===== src/sv/tdq_pkg.sv =====
// ----------------------------------------------------------------------------
// tdq_pkg
// shared types, codes and helpers of the timed task dispatch queue
// ----------------------------------------------------------------------------
package tdq_pkg;

  localparam int TableDepthDef  = 32;
  localparam int CancelDepthDef = 16;
  localparam int MaxResults     = 32;

  localparam int TimeW  = 48;
  localparam int OrderW = 32;
  localparam int IdentW = 32;
  localparam int TagW   = 16;
  localparam int DurW   = 16;
  localparam int CmdW   = 3;
  localparam int KindW  = 2;
  localparam int CountW = $clog2(MaxResults + 1);

  typedef enum logic [CmdW-1:0] {
    CMD_SEND     = 3'd0,
    CMD_SEND_EXP = 3'd1,
    CMD_SCHED    = 3'd2,
    CMD_CANCEL   = 3'd3,
    CMD_TICK     = 3'd4
  } cmd_e;

  typedef enum logic [KindW-1:0] {
    KIND_IDENT       = 2'd0,
    KIND_RELEASE     = 2'd1,
    KIND_TABLE_FULL  = 2'd2,
    KIND_CANCEL_FULL = 2'd3
  } kind_e;

  typedef struct packed {
    logic              valid;
    logic [TimeW-1:0]  fire;
    logic [OrderW-1:0] order;
    logic [TimeW-1:0]  deadline;
    logic              has_dl;
    logic [IdentW-1:0] ident;
    logic [TagW-1:0]   tag;
  } entry_t;

  typedef struct packed {
    logic ins;
    logic pop;
  } chain_ctl_t;

  function automatic logic key_lt(entry_t a, entry_t b);
    return (a.fire < b.fire) || ((a.fire == b.fire) && (a.order < b.order));
  endfunction

endpackage


===== src/sv/tdq_cell.sv =====
// ----------------------------------------------------------------------------
// tdq_cell
// one slot of the sorted task chain: insert shifts right, pop shifts left
// ----------------------------------------------------------------------------
module tdq_cell import tdq_pkg::*; (
  input  logic       clk_i,
  input  logic       rst_ni,
  input  chain_ctl_t ctl_i,
  input  entry_t     new_i,
  input  entry_t     left_i,
  input  logic       left_gt_i,
  input  entry_t     right_i,
  output entry_t     entry_o,
  output logic       gt_o
);

  logic   valid_q, valid_d;
  entry_t data_q, data_d;

  always_comb begin
    entry_o       = data_q;
    entry_o.valid = valid_q;
  end

  assign gt_o = !valid_q || key_lt(new_i, entry_o);

  always_comb begin
    valid_d = valid_q;
    data_d  = data_q;
    if (ctl_i.pop) begin
      valid_d = right_i.valid;
      data_d  = right_i;
    end else if (ctl_i.ins) begin
      if (left_gt_i) begin
        valid_d = left_i.valid;
        data_d  = left_i;
      end else if (gt_o) begin
        valid_d = 1'b1;
        data_d  = new_i;
      end
    end
  end

  always_ff @(posedge clk_i or negedge rst_ni) begin
    if (!rst_ni) begin
      valid_q <= 1'b0;
    end else begin
      valid_q <= valid_d;
    end
  end

  always_ff @(posedge clk_i) begin
    data_q <= data_d;
  end

endmodule


===== config.mk =====
export PLATFORM = sky130hd
export DESIGN_NAME = tdq_cell
export DESIGN_NICKNAME = d
export VERILOG_FILES = /design/src/sv/tdq_pkg.sv /design/src/sv/tdq_cell.sv
export SDC_FILE = /design/constraint.sdc
export NUM_CORES = 1
export LEC_CHECK = 0
export BUFFER_PORTS_ARGS = -buffer_cell sky130_fd_sc_hd__buf_2
export CORE_AREA = 8 8 277 279
export CTS_CLUSTER_DIAMETER = 200
export DETAILED_ROUTE_END_ITERATION = 8
export DIE_AREA = 0 0 285 287
export PLACE_DENSITY = 0.42
export SLEW_MARGIN = 25
export SYNTH_ARGS = -nofsm -noshare
export SYNTH_HDL_FRONTEND = slang
export SYNTH_SLANG_ARGS = --single-unit

===== constraint.sdc =====
create_clock -name clk_i -period 13.4 [get_ports clk_i]
set_input_delay 0.67 -clock clk_i [delete_from_list [all_inputs] [get_ports clk_i]]
set_output_delay 0.67 -clock clk_i [all_outputs]
set_load 0.02 [all_outputs]

==> impl_metrics.yaml <==
outcome:
  status: "finished clean"
clock_tree:
  clock_path_buffers: 2
  clock_sink_count: 178
  root_buffer: "clkbuf_16"
  cts_buffers: 17
  clock_latency_ps: 470
  tritoncts: "built"
  clk_pin_slew_worst_paths_ps: 80
  post_cts_buffers: 0
  cts_hold_buf: 1
  post_cts_resized: 0
  cts_max_level: 4
hold_path:
  min_to: "valid_q$_DFFE_PN0P_"
  min_from: "right_i[177]"
  worst_hold_path_type: "input pin to flop"
  hold_depth: 3
sta:
  min_period_ps: 4730
  slew-limit-headroom: 0.296
  setup_violations: 0
  drv_slew: 0
  final-hold-violation-count: 0
  worstMarginPinSlew_ps: 1060
  rsz0062_at_grt: "false"
  worst_hold_slack_ps: 431
  finClkSkew_ps: 12.2
  tns_ps: 0
  fmax_mhz: 211
  timing.final.ws_setup_ps: 8670
  finalCritPeriodShare: 0.353
setup_path:
  rr_worst_depth: 10
  r2r_start: "entry_o[172]$_DFFE_PP_"
  timing.rr.end: "entry_o[74]$_DFFE_PP_"
  crit_path_max_fanout: 57
  critPathLaunchType: "flop"
  crit_type: "flop to flop"
  worstPathRequired_ps: 13500
  cp.arrival_ps: 4830
  r2r_slack_ps: 8670
  cp-end-kind: "flop"
pwr:
  p_leak_nw: 7.93
  p_total_mw: 1.67
  powerDensity_nw_per_um2: 103
  vdd_drop_max_v: 0.0000716
grt:
  grt_start_max_net_pins: 172
  gr-total-overflow: 0
  antenna_found_initial: 7
  grt_pass1_wl_um: 71200
  track_usage: 0.115
  grt_pass1_vias: 11522
cells_and_area:
  instances_no_fill: 2720
  final_util: 0.223
  layout_commonest_cell: "buf_2"
  design_area_sq_um: 16200
  area_delta_synth_final_pct: 47.9
  final_cell_mix: "buf_2 (714), nand2_1 (198), o21ai_0 (185)"
  drive_gt1_frac: 0.431
  fin_nets: 2363
place:
  placed_area_sq_um: 15600
  preCtsSetupSlack_ps: 8050
  dp_cells: 2684
  port_buffers: 716
  place_hpwl_um: 41500
  place_congestion: 0.899
detailed_routing:
  ant_nets: 0
  dr.pass1.iters: 4
  drc: 0
  drt_iter0_drc: 361
  wire_per_inst_um: 18.2
  routed_wl_um: 49400
  dr_total_vias: 10418
  vias_per_cell: 3.83
synthesis:
  synth_cell_types: 36
  postSynthCellCount: 1062
  yosysWarnings: 0
  synth.avg_cell_area_sq_um: 10.3
  synth_seq_area_share: 0.489
  synth-seq-cells: 178
  syn_nets: 1680
  synth_area_sq_um: 10900
die:
  dieWidth_um: 285
  dieArea_sq_um: 81800
  pin_count: 718
  die_h_um: 287
  placementRows: 99
  initial_core_util: 0.151
  coreArea_sq_um: 72300
run:
  maxCapViolations: 0
## power by group
group,total (mW),internal (mW),switching [mW]
sequential,0.712,0.688,0.0238
combinational,0.451,0.174,0.276
clock,0.509,0.247,0.263
total,1.67,1.11,0.563
## flip-flops by register name, indices dropped and copies added, names as in the netlist
signal	flops
valid_q	1
entry_o	177
## cell usage after synthesis
| cell | n | share of area |
|---|---|---|
| dfrtp_1 | 1 | 0.0023 |
| a211oi_1 | 3 | 0.0021 |
| or4_1 | 1 | 0.00069 |
| buf_4 | 1 | 0.00069 |
| or3_1 | 1 | 0.00057 |
| clkbuf_1 | 43 | 0.015 |
| a221o_1 | 1 | 0.00092 |
| o21ai_1 | 5 | 0.0023 |
| nand2_1 | 198 | 0.068 |
| nand4_1 | 14 | 0.0080 |
| nor3_1 | 4 | 0.0018 |
| inv_1 | 84 | 0.029 |
| a22oi_1 | 1 | 0.00069 |
| a221oi_1 | 2 | 0.0016 |
| edfxtp_1 | 177 | 0.49 |
| o21ai_0 | 185 | 0.085 |
| mux2i_1 | 177 | 0.16 |
| nand3_1 | 8 | 0.0037 |
| ha_1 | 79 | 0.090 |
| o2111ai_1 | 1 | 0.00080 |
| nor2_1 | 6 | 0.0021 |
| a21o_1 | 8 | 0.0055 |
| a21oi_1 | 32 | 0.015 |
| buf_1 | 5 | 0.0017 |
| o21a_1 | 1 | 0.00069 |
| buf_2 | 12 | 0.0055 |
| nor2b_1 | 1 | 0.00057 |
| o22ai_1 | 1 | 0.00057 |
| nand2b_1 | 1 | 0.00057 |
| nor4_1 | 2 | 0.0011 |
| o211ai_1 | 1 | 0.00069 |
| a31oi_1 | 2 | 0.0011 |
| nor4_2 | 1 | 0.0011 |
| nand4b_1 | 1 | 0.00080 |
| and2_1 | 1 | 0.00057 |
| a41oi_2 | 1 | 0.0015 |
## cell type report
cell class / count / area [sq um]
fillers: 8069 / 56200
flip-flops and latches: 178 / 5340
multi-input cells: 739 / 5040
repair buffers: 725 / 3690
well taps: 959 / 1200
clock buffers: 17 / 425
inverters: 84 / 315
clock inverters: 15 / 149
diodes: 3 / 7.51
## cells by family (layout without fill, tap and decap cells)
| logic type | count (synthesis) | after routing | share of synthesized area |
|---|---|---|---|
| other cells | 0 | 3 | 0 |
| simple gates | 239 | 239 | 0.0896 |
| flops | 178 | 178 | 0.489 |
| buf+inv | 145 | 841 | 0.0515 |
| mux | 177 | 177 | 0.162 |
| fa+ha+maj | 79 | 79 | 0.0904 |
| compound gates | 244 | 244 | 0.118 |
## worst max-delay path: stages, from the launching register on
cell and delay (ps):
edfxtp_1 340, inv_1 50, ha_1 290, nand4_1 170
or4_1 620, nor4_2 410, o2111ai_1 190, a21o_1 270
a41oi_4 560, buf_4 650, buf_4 680
## layer usage
metal	global-route usage	up-vias	wire length (um)
li1	-	5195	-
met1	0.122	4722	19300
met2	0.214	461	25600
met5	0	-	7
met3	0.0386	38	3710
met4	0.0316	2	778
## worst max-delay path by stage
stage                     cells past startpoint                    from                     to
after floorplan                               7              new_i[176]   entry_o[0]$_DFFE_PP_
after global placement                       10              new_i[172]  entry_o[74]$_DFFE_PP_
after detailed placement                     10              new_i[171]  entry_o[76]$_DFFE_PP_
after CTS                                    10  entry_o[171]$_DFFE_PP_  entry_o[74]$_DFFE_PP_
after global routing                         10  entry_o[176]$_DFFE_PP_  entry_o[73]$_DFFE_PP_
final                                        10  entry_o[172]$_DFFE_PP_  entry_o[74]$_DFFE_PP_
Note: power is estimated with default switching activity, not from simulation.
